File: src/clel_pkg.sv
// ----------------------------------------------------------------------------
// clel_pkg: shared types and constants of the circular elimination list
// Beat structs of both channels, the internal command format, the stored
// entry and the back-end state encoding.
// ----------------------------------------------------------------------------
package clel_pkg;

	localparam int POSITION_W = 7;
	localparam int OPERAND_W = 32;
	localparam int TAG_W = 16;
	localparam int COUNT_OUT_W = 7;
	localparam int CURSOR_OUT_W = 6;
	// cursor plus step before the modulo
	localparam int DIVIDEND_W = OPERAND_W + 1;

	typedef enum logic [1:0] {
		ST_OK     = 2'd0,
		ST_FULL   = 2'd1,
		ST_BADPOS = 2'd2,
		ST_EMPTY  = 2'd3
	} status_t;

	typedef enum logic {
		CMD_INSERT = 1'b0,
		CMD_REMOVE = 1'b1
	} cmd_kind_t;

	typedef struct packed {
		logic                  action;
		logic [POSITION_W-1:0] position;
		logic [OPERAND_W-1:0]  operand;
		logic [TAG_W-1:0]      tag;
	} in_t;

	typedef struct packed {
		status_t                 status;
		logic [OPERAND_W-1:0]    removed_value;
		logic [TAG_W-1:0]        removed_tag;
		logic [COUNT_OUT_W-1:0]  count;
		logic                    is_empty;
		logic [CURSOR_OUT_W-1:0] cursor_pos;
	} out_t;

	typedef struct packed {
		cmd_kind_t             kind;
		logic [POSITION_W-1:0] position;
		logic [OPERAND_W-1:0]  operand;
		logic [TAG_W-1:0]      tag;
	} cmd_t;

	typedef struct packed {
		logic [OPERAND_W-1:0] value;
		logic [TAG_W-1:0]     tag;
	} entry_t;

	typedef enum logic [2:0] {
		BK_IDLE,
		BK_DIV,
		BK_RD,
		BK_CAP,
		BK_SHIFT
	} bk_state_t;

endpackage

File: src/circular_elimination_list.sv
// ----------------------------------------------------------------------------
// circular_elimination_list: packed list with a circular elimination cursor
// Inserts entries at a position, or steps the cursor and removes an entry.
// ----------------------------------------------------------------------------
// Input side is a queue: a beat is taken when push is high and full is low.
// Up to two commands wait ahead of the execution unit, so the sender keeps
// going while a result is still unread.
// Result side is a queue too: while empty is low the result beat is on the
// result port, and it leaves when pop is high. A stalled receiver holds the
// execution unit once the result slot is taken; commands still queue up.
// Each command gives exactly one result beat.
// Execution of a command:
//   refused command: its result is loaded without leaving the idle state
//   insert: entries from position up move up by one, one entry moved per
//   cycle, then the new entry is written at position
//   remove: the remainder unit reduces cursor plus step modulo count, the
//   entry there is read and captured, and the entries behind it move down
// Reset clears count and cursor; list contents need no clearing, a read
// only ever touches entries that were written.
// ----------------------------------------------------------------------------
module circular_elimination_list import clel_pkg::*; #(
	parameter int CAPACITY = 64
) (
	input  logic clk,
	input  logic arst_n,
	input  logic push,
	output logic full,
	input  in_t  item,
	output logic empty,
	input  logic pop,
	output out_t result
);

	logic cmd_valid;
	logic cmd_pop;
	cmd_t cmd;

	clel_front u_front (
		.clk(clk),
		.arst_n(arst_n),
		.push(push),
		.full(full),
		.item(item),
		.cmd_valid(cmd_valid),
		.cmd(cmd),
		.cmd_pop(cmd_pop)
	);

	clel_back #(
		.CAPACITY(CAPACITY)
	) u_back (
		.clk(clk),
		.arst_n(arst_n),
		.cmd_valid(cmd_valid),
		.cmd(cmd),
		.cmd_pop(cmd_pop),
		.empty(empty),
		.pop(pop),
		.result(result)
	);

endmodule

File: src/clel_front.sv
// ----------------------------------------------------------------------------
// clel_front: input side of the list
// Takes input beats, turns them into commands and holds up to two of them
// for the back end.
// ----------------------------------------------------------------------------
module clel_front import clel_pkg::*; (
	input  logic clk,
	input  logic arst_n,
	input  logic push,
	output logic full,
	input  in_t  item,
	output logic cmd_valid,
	output cmd_t cmd,
	input  logic cmd_pop
);

	cmd_t       slot_q [2];
	logic       wr_ptr_q;
	logic       rd_ptr_q;
	logic [1:0] fill_q;
	logic       do_push;
	logic       do_pop;
	cmd_t       cmd_new;

	always_comb begin
		cmd_new.kind = item.action ? CMD_REMOVE : CMD_INSERT;
		cmd_new.position = item.position;
		cmd_new.operand = item.operand;
		cmd_new.tag = item.tag;
	end

	assign full = (fill_q == 2'd2);
	assign cmd_valid = (fill_q != 2'd0);
	assign cmd = slot_q[rd_ptr_q];
	assign do_push = push && !full;
	assign do_pop = cmd_pop && cmd_valid;

	always_ff @(posedge clk) begin
		if (do_push) begin
			slot_q[wr_ptr_q] <= cmd_new;
		end
	end

	always_ff @(posedge clk or negedge arst_n) begin
		if (!arst_n) begin
			wr_ptr_q <= 1'b0;
			rd_ptr_q <= 1'b0;
			fill_q <= 2'd0;
		end else begin
			if (do_push) begin
				wr_ptr_q <= !wr_ptr_q;
			end
			if (do_pop) begin
				rd_ptr_q <= !rd_ptr_q;
			end
			if (do_push && !do_pop) begin
				fill_q <= fill_q + 2'd1;
			end else if (do_pop && !do_push) begin
				fill_q <= fill_q - 2'd1;
			end
		end
	end

endmodule

File: src/clel_div.sv
// ----------------------------------------------------------------------------
// clel_div: iterative remainder unit
// Restoring division, one dividend bit per cycle; gives the remainder only.
// ----------------------------------------------------------------------------
module clel_div import clel_pkg::*; #(
	parameter int DIVW = 7
) (
	input  logic                  clk,
	input  logic                  arst_n,
	input  logic                  start,
	input  logic [DIVIDEND_W-1:0] dividend,
	input  logic [DIVW-1:0]       divisor,
	output logic                  done,
	output logic [DIVW-1:0]       remainder
);

	localparam int CNTW = $clog2(DIVIDEND_W + 1);

	logic [DIVIDEND_W-1:0] dvd_q;
	logic [DIVW-1:0]       dvs_q;
	logic [DIVW-1:0]       rem_q;
	logic [CNTW-1:0]       cnt_q;
	logic                  busy_q;
	logic                  done_q;
	logic [DIVW:0]         trial;
	logic [DIVW:0]         diff;
	logic                  fits;

	assign trial = {rem_q, dvd_q[DIVIDEND_W-1]};
	assign fits = (trial >= {1'b0, dvs_q});
	assign diff = trial - {1'b0, dvs_q};
	assign done = done_q;
	assign remainder = rem_q;

	always_ff @(posedge clk) begin
		if (start) begin
			dvd_q <= dividend;
			dvs_q <= divisor;
			rem_q <= '0;
		end else if (busy_q) begin
			dvd_q <= {dvd_q[DIVIDEND_W-2:0], 1'b0};
			rem_q <= fits ? diff[DIVW-1:0] : trial[DIVW-1:0];
		end
	end

	always_ff @(posedge clk or negedge arst_n) begin
		if (!arst_n) begin
			busy_q <= 1'b0;
			done_q <= 1'b0;
			cnt_q <= '0;
		end else begin
			done_q <= busy_q && (cnt_q == CNTW'(1));
			if (start) begin
				busy_q <= 1'b1;
				cnt_q <= CNTW'(DIVIDEND_W);
			end else if (busy_q) begin
				cnt_q <= cnt_q - CNTW'(1);
				if (cnt_q == CNTW'(1)) begin
					busy_q <= 1'b0;
				end
			end
		end
	end

endmodule

File: src/clel_back.sv
// ----------------------------------------------------------------------------
// clel_back: execution side of the list
// Holds the entry memory, count and cursor; runs inserts and removes with a
// one-entry-per-cycle shift and keeps the finished result in an output slot.
// ----------------------------------------------------------------------------
module clel_back import clel_pkg::*; #(
	parameter int CAPACITY = 64
) (
	input  logic clk,
	input  logic arst_n,
	input  logic cmd_valid,
	input  cmd_t cmd,
	output logic cmd_pop,
	output logic empty,
	input  logic pop,
	output out_t result
);

	localparam int AW = $clog2(CAPACITY);
	localparam int CW = $clog2(CAPACITY + 1);

	entry_t          mem [CAPACITY];
	entry_t          rdata_s1;
	logic            rvalid_s1;
	logic [AW-1:0]   raddr_s1;

	bk_state_t       state_q;
	bk_state_t       state_d;
	logic [CW-1:0]   count_q;
	logic [AW-1:0]   cursor_q;
	logic [AW-1:0]   raddr_q;
	logic [CW-1:0]   reads_left_q;
	logic            op_ins_q;
	logic [AW-1:0]   pos_q;
	logic [OPERAND_W-1:0] operand_q;
	logic [TAG_W-1:0]     tag_q;
	logic [AW-1:0]   rem_q;
	entry_t          removed_q;
	out_t            res_q;
	logic            res_valid_q;

	logic            start;
	logic            ins_full;
	logic            ins_bad;
	logic            rem_empty;
	logic            issue;
	logic            shift_done;
	logic [AW-1:0]   cur_eff;
	logic            div_start;
	logic            div_done;
	logic [CW-1:0]   div_rem;
	logic [DIVIDEND_W-1:0] dividend;

	logic [AW-1:0]   raddr;
	logic            we;
	logic [AW-1:0]   waddr;
	entry_t          wdata;
	logic            res_load;
	status_t         res_status;
	entry_t          res_entry;
	logic [CW-1:0]   res_count;
	logic [AW-1:0]   res_cursor;
	logic [31:0]     count_ext;
	logic [31:0]     cursor_ext;
	logic [AW-1:0]   cursor_after;
	logic [CW-1:0]   count_m1;

	assign start = (state_q == BK_IDLE) && cmd_valid && !res_valid_q;
	assign cmd_pop = start;
	assign ins_full = (count_q == CW'(CAPACITY));
	assign ins_bad = (32'(cmd.position) > 32'(count_q));
	assign rem_empty = (count_q == '0);
	assign issue = (state_q == BK_SHIFT) && (reads_left_q != '0);
	assign shift_done = (state_q == BK_SHIFT) && (reads_left_q == '0) && !rvalid_s1;
	assign cur_eff = (32'(cursor_q) >= 32'(count_q)) ? '0 : cursor_q;
	assign dividend = DIVIDEND_W'(cur_eff) + DIVIDEND_W'(cmd.operand);
	assign div_start = start && (cmd.kind == CMD_REMOVE) && !rem_empty;
	assign count_m1 = count_q - CW'(1);
	assign cursor_after = (CW'(rem_q) == count_m1) ? '0 : rem_q;

	clel_div #(
		.DIVW(CW)
	) u_div (
		.clk(clk),
		.arst_n(arst_n),
		.start(div_start),
		.dividend(dividend),
		.divisor(count_q),
		.done(div_done),
		.remainder(div_rem)
	);

	// next state
	always_comb begin
		state_d = state_q;
		unique case (state_q)
			BK_IDLE: begin
				if (start) begin
					if (cmd.kind == CMD_INSERT) begin
						if (!ins_full && !ins_bad) begin
							state_d = BK_SHIFT;
						end
					end else if (!rem_empty) begin
						state_d = BK_DIV;
					end
				end
			end
			BK_DIV: begin
				if (div_done) begin
					state_d = BK_RD;
				end
			end
			BK_RD: state_d = BK_CAP;
			BK_CAP: state_d = BK_SHIFT;
			BK_SHIFT: begin
				if (shift_done) begin
					state_d = BK_IDLE;
				end
			end
			default: state_d = BK_IDLE;
		endcase
	end

	// memory port and result selection
	always_comb begin
		raddr = (state_q == BK_RD) ? rem_q : raddr_q;
		we = 1'b0;
		waddr = raddr_s1;
		wdata = rdata_s1;
		if (rvalid_s1) begin
			we = 1'b1;
			waddr = op_ins_q ? raddr_s1 + AW'(1) : raddr_s1 - AW'(1);
		end else if (shift_done && op_ins_q) begin
			we = 1'b1;
			waddr = pos_q;
			wdata.value = operand_q;
			wdata.tag = tag_q;
		end

		res_load = 1'b0;
		res_status = ST_OK;
		res_entry = '0;
		res_count = count_q;
		res_cursor = cursor_q;
		if (start) begin
			if (cmd.kind == CMD_INSERT) begin
				if (ins_full) begin
					res_load = 1'b1;
					res_status = ST_FULL;
				end else if (ins_bad) begin
					res_load = 1'b1;
					res_status = ST_BADPOS;
				end
			end else if (rem_empty) begin
				res_load = 1'b1;
				res_status = ST_EMPTY;
			end
		end else if (shift_done) begin
			res_load = 1'b1;
			if (op_ins_q) begin
				res_count = count_q + CW'(1);
			end else begin
				res_count = count_m1;
				res_cursor = cursor_after;
				res_entry = removed_q;
			end
		end
		count_ext = 32'(res_count);
		cursor_ext = 32'(res_cursor);
	end

	always_ff @(posedge clk) begin
		if (we) begin
			mem[waddr] <= wdata;
		end
		rdata_s1 <= mem[raddr];
		raddr_s1 <= raddr_q;
	end

	// command payload and shift bookkeeping
	always_ff @(posedge clk) begin
		if (start) begin
			op_ins_q <= (cmd.kind == CMD_INSERT);
			pos_q <= AW'(cmd.position);
			operand_q <= cmd.operand;
			tag_q <= cmd.tag;
			raddr_q <= AW'(count_m1);
			reads_left_q <= count_q - CW'(cmd.position);
		end else if (state_q == BK_CAP) begin
			removed_q <= rdata_s1;
			raddr_q <= rem_q + AW'(1);
			reads_left_q <= count_m1 - CW'(rem_q);
		end else if (issue) begin
			raddr_q <= op_ins_q ? raddr_q - AW'(1) : raddr_q + AW'(1);
			reads_left_q <= reads_left_q - CW'(1);
		end
		if (div_done) begin
			rem_q <= AW'(div_rem);
		end
		if (res_load) begin
			res_q.status <= res_status;
			res_q.removed_value <= res_entry.value;
			res_q.removed_tag <= res_entry.tag;
			res_q.count <= count_ext[COUNT_OUT_W-1:0];
			res_q.is_empty <= (res_count == '0);
			res_q.cursor_pos <= cursor_ext[CURSOR_OUT_W-1:0];
		end
	end

	always_ff @(posedge clk or negedge arst_n) begin
		if (!arst_n) begin
			state_q <= BK_IDLE;
			count_q <= '0;
			cursor_q <= '0;
			rvalid_s1 <= 1'b0;
			res_valid_q <= 1'b0;
		end else begin
			state_q <= state_d;
			rvalid_s1 <= issue;
			if (shift_done) begin
				count_q <= res_count;
				cursor_q <= res_cursor;
			end
			if (res_load) begin
				res_valid_q <= 1'b1;
			end else if (pop && res_valid_q) begin
				res_valid_q <= 1'b0;
			end
		end
	end

	assign empty = !res_valid_q;
	assign result = res_q;

endmodule

File: config.mk
export PLATFORM = sky130hd
export DESIGN_NAME = circular_elimination_list
export DESIGN_NICKNAME = d
export VERILOG_FILES = /design/src/clel_pkg.sv /design/src/circular_elimination_list.sv /design/src/clel_front.sv /design/src/clel_div.sv /design/src/clel_back.sv
export SDC_FILE = /design/constraint.sdc
export NUM_CORES = 2
export LEC_CHECK = 0
export BUFFER_PORTS_ARGS = -buffer_cell sky130_fd_sc_hd__buf_2
export CAP_MARGIN = 20
export CORE_MARGIN = 5
export CORE_UTILIZATION = 35
export CTS_BUF_LIST = sky130_fd_sc_hd__clkbuf_4 sky130_fd_sc_hd__clkbuf_8
export CTS_CLUSTER_DIAMETER = 60
export CTS_CLUSTER_SIZE = 12
export DETAILED_ROUTE_END_ITERATION = 7
export PLACE_DENSITY = 0.49
export SKIP_LAST_GASP = 1
export SLEW_MARGIN = 20
export SYNTH_ARGS = -nofsm -noshare
export SYNTH_HDL_FRONTEND = slang
export SYNTH_SLANG_ARGS = --single-unit
File: constraint.sdc
create_clock -name clk -period 11.03 [get_ports clk]
set_input_delay 1.103 -clock clk [delete_from_list [all_inputs] [get_ports clk]]
set_output_delay 1.103 -clock clk [all_outputs]
set_load 0.02 [all_outputs]
Word level (Yosys, flattened, before mapping):

Memories as Yosys holds them, arrays and structs flattened. A register that Yosys moved wholly into a read port is not among the register bits.
Cells that the tools add are included.

* register bits: 269
* memory bits (writable): 3184
* output and inout bits: 66
* word-level logic and storage cells: 161
* memories: 2

* add/sub/neg operators: 15
* $lt $le $gt $ge: 3
* equality and inequality tests: 13
* mux-type cells: 57
* bitwise logic cells: 3
* reductions and logical operators: 38

Memories
* u_back.mem: words 64, bits a word 48, read ports 1, clocked after Yosys merged registers in 1, wr ports 1, line clel_back.sv:22 `entry_t mem [CAPACITY];`
* u_front.slot_q: words 2, bits a word 56, read ports 1, clocked after Yosys merged registers in 0, wr ports 1, line clel_front.sv:17 `cmd_t slot_q [2];`

Operators by type and width (count)
* 48-bit two-way mux: 2
* 6-bit two-way mux: 15
* 33-bit two-way mux: 2
* 7-bit two-way mux: 7
* 6-bit by 32-bit adder with 33-bit output: 1
* 7-bit zero test: 3
* 6-bit by 1-bit adder with 6-bit output, second input constant: 3
* 1-bit two-way mux: 18
* 3-bit two-way mux: 6
* 6-bit by 1-bit subtractor with 6-bit output, second input constant: 3
* 1-bit logical AND: 15
* 3-bit case mux with 5 select lines: 1
* 7-bit by 1-bit subtractor with 7-bit output, second input constant: 2
* 7-bit subtractor: 2
* 2-bit two-way mux: 6
* 1-bit zero test: 10
* 8-bit by 7-bit greater-or-equal comparator with 1-bit output: 1
* 2-bit nonzero test: 4
* 7-bit by 1-bit adder with 7-bit output, second input constant: 1
* 6-bit by 7-bit == test with 1-bit output: 1
* 7-bit == test, second input constant: 1
* 6-bit by 7-bit greater-or-equal comparator with 1-bit output: 1
* 7-bit greater-than comparator: 1
* 7-bit nonzero test: 1
* 18 further kinds: 22

Depth between registers and ports, before layout:

* depth after elaboration: 8
* gate-level depth with buffers: 19

Hierarchy:

Synthesis repeated with hierarchy kept, for this count alone.

* cells, all modules: 9328
* area total of the unflattened synthesis: 136697.4 sq um

Modules (own cells, without submodules)
* clel_back: instances 1, cells an instance 8933, area an instance 129638.1 sq um
* clel_front: instances 1, cells an instance 193, area an instance 4359.2 sq um
* clel_div: instances 1, cells an instance 202, area an instance 2700.1 sq um

Worst setup path before layout:

No wires, ideal clock.

* path type: reg-to-reg
* start point: reg u_front.rd_ptr_q
* end point: reg u_back.res_valid_q
* data arrival time: 11089 ps
* data required time: 10908 ps
* slack: -181 ps
* stages on the path, launching flop included: 15
* path buffers: 5
* clock period less this slack: 11211 ps
* cell sequence: dfrtp_1 -> buf_2 -> buf_2 -> buf_2 -> buf_1 -> buf_2 -> mux2i_1 -> ha_1 -> nor2b_1 -> o21ai_0 -> a21boi_0 -> o21a_1 -> o41a_1 -> o311ai_0 -> o21bai_1

* longest elaborated chain between the ends: 7
* elaborated cells on any way between the ends: 8
* those cells by class: 1 x order compare; 5 x mux; 1 x reduce/logical; 1 x memory

Ends and longest elaborated chain
* start, declared: line clel_front.sv:19 `logic rd_ptr_q;`
* start signal, assigned: line clel_front.sv:54 `rd_ptr_q <= !rd_ptr_q;`
* memory read 2 x 56 bit *
* 7-bit greater-than comparator: line clel_back.sv:71 `assign ins_bad = (32'(cmd.position) > 32'(count_q));`
* 1-bit two-way mux: line clel_back.sv:150 `end else if (ins_bad) begin`
* 1-bit two-way mux: line clel_back.sv:147 `if (ins_full) begin`
* 1-bit two-way mux *: line clel_back.sv:146 `if (cmd.kind == CMD_INSERT) begin`
* 1-bit two-way mux *: line clel_back.sv:145 `if (start) begin`
* named net u_back.res_load: line clel_back.sv:58 `logic res_load;`
* 1-bit two-way mux or 2-bit nonzero test (tied branches)
* end signal, assigned: line clel_back.sv:216 `res_valid_q <= 1'b0;`
* end signal, assigned: line clel_back.sv:225 `res_valid_q <= 1'b1;`
* end signal, assigned: line clel_back.sv:227 `res_valid_q <= 1'b0;`
* end, declared: line clel_back.sv:40 `logic res_valid_q;`

The timed path passes the listed nets; every way through them passes the cells marked *.
A chain may end at the register's enable or synchronous reset.

Final worst setup path:

* start point: reg u_back.op_ins_q
* end point: mem u_back.mem[40][39] (netlist bit), enable pin

* longest elaborated chain between the ends: 5
* elaborated cells on any way between the ends: 8
* those cells by class: 7 x mux; 1 x reduce/logical

Ends and longest elaborated chain
* start, declared: line clel_back.sv:33 `logic op_ins_q;`
* start signal, assigned: line clel_back.sv:183 `op_ins_q <= (cmd.kind == CMD_INSERT);`
* 1-bit logical AND: line clel_back.sv:133 `end else if (shift_done && op_ins_q) begin`
* 1-bit two-way mux: line clel_back.sv:133
* 1-bit two-way mux: line clel_back.sv:130 `if (rvalid_s1) begin`
* 1-bit two-way mux: line clel_back.sv:173 `if (we) begin`
* 1-bit two-way mux (not written as such): line clel_back.sv:174 `mem[waddr] <= wdata;`
* end, declared: line clel_back.sv:22

Parallel ways exist; a longest one is shown, timed or not.

==> flow_summary.json <==
{
  "utilization_pct": 38.6,
  "synth_edf_count": 3410,
  "rr_worst_depth": 12,
  "pwr-share-clk_pct": 19.5,
  "crit_path_start_kind": "register",
  "cp-end-kind": "register",
  "grt_usage_pct": 20.7,
  "fin_skew_ps": 83.6,
  "synth-main-ff-cell": "edfxtp_1",
  "crit_path_frequent_cell": "buf_4",
  "antenna_left": 0,
  "place_ws_ps": 5310,
  "port_buffers": 125,
  "reg2reg_to": "u_back.mem[40][39]",
  "postCtsSetupBuffers": 0,
  "clock_latency_ps": 1090,
  "critPathKind": "reg2reg",
  "tightest_slew_ps": 1290,
  "grt_overflow": 0,
  "p_leak_nw": 49.8,
  "max-clock-path-buffers": 4,
  "drt_iter0_drc": 9698,
  "grt_pass1_wl_um": 608000,
  "grt_max_degree": 154,
  "num_vias": 82100,
  "hold_depth": 2,
  "crit_required_ps": 11710,
  "layout-drive-gt1-share_pct": 11.1,
  "hold_viol": 0,
  "multi_input_area_um2": 30500,
  "status": "completed",
  "ir_worst_vdd_mv": 0.190,
  "synth.yosys.seq_area_share_pct": 76.4,
  "nNetsFinal": 9782,
  "r2r-start": "u_back.op_ins_q",
  "synthTopCellsByArea": "edfxtp_1, nand2_1, nand3_1, mux2i_1, nand4_1",
  "synth_cell_types": 74,
  "cts.sinks": 3501,
  "maxCapViolCount": 0,
  "dieArea_um2": 403000,
  "clock.fmax_ghz": 0.173,
  "p_int_mw": 24.2,
  "holdPathEnd": "u_back.res_valid_q",
  "synth_common_cells": "edfxtp_1, nand2_1, nand3_1",
  "p_sw_mw": 16.0,
  "fin_setup_tns_ps": 0,
  "finalSetupViolCount": 0,
  "placedInstanceArea_um2": 144000,
  "ys_warn_count": 0,
  "post_cts_resized": 0,
  "core_um2": 389000,
  "cp_slowest_cell": "nor2_4",
  "die_y_um": 635,
  "gp_congestion": 0.851,
  "drc": 0,
  "hpwl_um": 244000,
  "arrival_ps": 6460,
  "cts_tree": "done",
  "fin_area_um2": 150000,
  "pwr-share-comb_pct": 34.8,
  "ys_seq_elements": 3501,
  "root_buffer": "clkbuf_8",
  "die_x_um": 635,
  "synth_nets": 9680,
  "holdCritStartpoint": "pop",
  "seqPwrFrac_pct": 45.7,
  "rrSetupSlack_ps": 5250,
  "start_util_pct": 35.1,
  "path_max_fanout": 52,
  "clk_pin_slew_ps": 80,
  "antenna_found_initial": 44,
  "syn2layout_area_growth_pct": 9.84,
  "fill_cells": 36600,
  "cp_cell_sequence": "buf_4 -> inv_2 -> buf_4 -> ha_1 -> a21o_1 -> a21oi_1 -> o21a_1 -> o2111ai_1 -> a21oi_1 -> nand3_1 -> nor2_4 -> buf_4",
  "ioPinCount": 126,
  "yosysMostFrequentCell": "edfxtp_1",
  "numCtsBuffers": 341,
  "synth_top_area_share_pct": 74.9,
  "netSwitchingFraction_pct": 39.7,
  "powerDensity_nw_per_um2": 267,
  "grt_pass1_vias": 78800,
  "fin_hold_ws_ps": 192,
  "postSynthCellCount": 9566,
  "wl_per_cell_um": 28.9,
  "relSlewSlack_pct": 11.9,
  "cpPeakStageDelay_ps": 930,
  "slew_viol_final": 0,
  "setup_slack_ps": 5250,
  "syn-cell-area_um2": 137000,
  "wirelength_um": 435000,
  "synthArstFlopShare_pct": 0.857,
  "rsz0062_at_grt": "false",
  "regArea_um2": 104000,
  "dr.pass1.iters": 8,
  "hold_path.class": "in2reg",
  "yosysTopAreaCell": "edfxtp_1",
  "syn-mean-instance-area_um2": 14.3,
  "fin_crit_ps": 5780,
  "rows": 229,
  "htree_levels": 5,
  "vias_per_cell": 5.47,
  "fin_crit_sh_pct": 52.4
}
==> cell families after synthesis <==
logic type	after synthesis	synth area share (%)
fa+ha+maj	54	0.527
compound gates	738	4.06
simple gates	4198	13.5
flops	3501	76.4
xor+xnor	75	0.481
mux	352	3.10
buf+inv	648	2.00
==> per-stage QoR <==
step	total power, mW	std cells
after floorplan	26.0	9566
after global placement	32.4	14500
after detailed placement	32.6	14500
after CTS	40.3	15000
after global routing	41.8	15000
final	40.2	15000
==> repair_timing <==
action,4_1_cts,5_1_grt
endpoints found under the setup margin,0,0
hold buffers,1,0
hold endpoints to repair,1,0
==> worst max-delay path by stage <==
stage                           startpoint            endpoint  cells after the start
after floorplan           u_front.rd_ptr_q    u_back.result[0]                     13
after global placement     u_back.op_ins_q  u_back.mem[40][47]                     12
after detailed placement   u_back.op_ins_q  u_back.mem[40][37]                     12
after CTS                  u_back.op_ins_q  u_back.mem[40][39]                     12
after global routing       u_back.op_ins_q  u_back.mem[40][39]                     12
final                      u_back.op_ins_q  u_back.mem[40][39]                     12
==> area by class of cell <==
class / instances / share of cell area (%)
inverters: 68 / 0.171
clock buffers: 440 / 3.66
diodes: 13 / 0.0217
flip-flops and latches: 3501 / 69.5
well taps: 5197 / 4.33
repair buffers: 339 / 1.65
clock inverters: 49 / 0.318
multi-input cells: 5417 / 20.3
==> layout by cell type (no fill, tap or decap), types with 10 or more instances in the layout <==
cell        count
mux2_4         43
clkbuf_4       90
or3_1          10
clkbuf_8      350
xor2_1         18
mux4_2         48
clkinv_2       15
clkinvlp_4     12
nor2b_1        10
nand4_1       251
o21ai_0        56
nor2_4         69
and2_1         18
o22ai_1        56
diode_2        13
and3_1        150
edfxtp_1     3410
dfrtp_1        29
a21oi_1        47
a21o_1         19
mux2_2         45
a2111oi_2      34
a21boi_0       52
buf_2         125
buf_12         18
a31oi_1       196
nor3_1         14
dfxtp_1        61
a32o_1         48
a32oi_1       145
and4_1         51
ha_1           48
inv_1          65
nand2_1      2634
mux2i_1       216
xnor2_1        57
buf_4         193
nor2_1         48
nand3_1       897
a22o_1         15
==> power by group through the flow <==
stage | clock [mW] | sequential (mW) | combinational (mW)
CTS | 8.03 | 18.4 | 14.0
detailed placement | 0 | 18.7 | 13.9
global route | 8.56 | 18.4 | 14.9
floorplan | 0 | 18.3 | 7.70
finish | 7.83 | 18.3 | 14.0
global placement | 0 | 18.6 | 13.8
==> critical path: cells and delay by family, from the launching register on <==
family,cells,cell delay (ps)
AOI/OAI and AO/OA,5,1320
adders and majority gates,1,320
buffers and inverters,4,1470
DFF,1,370
and+or+nand+nor,2,1760
==> routing by layer <==
layer	vias to the layer above	GRT usage, %	wire [um]
met5	-	0	41
met4	6	5.18	11300
met3	565	3.04	31500
met2	3278	34.1	206000
met1	42600	29.0	186000
li1	35700	-	-
==> registers in the layout (all words and copies together) (netlist names), 7 cells and up <==
signal	count
u_back.u_div.dvd_q	33
u_back.count_q	7
u_back.mem	3072
u_back.reads_left_q	7
u_back.removed_q	48
u_back.rdata_s1	48
u_back.u_div.remainder	7
u_back.result	64
u_front.slot_q	112
u_back.tag_q	16
u_back.u_div.dvs_q	7
u_back.operand_q	32
Note: power is estimated with default switching activity, not from simulation.
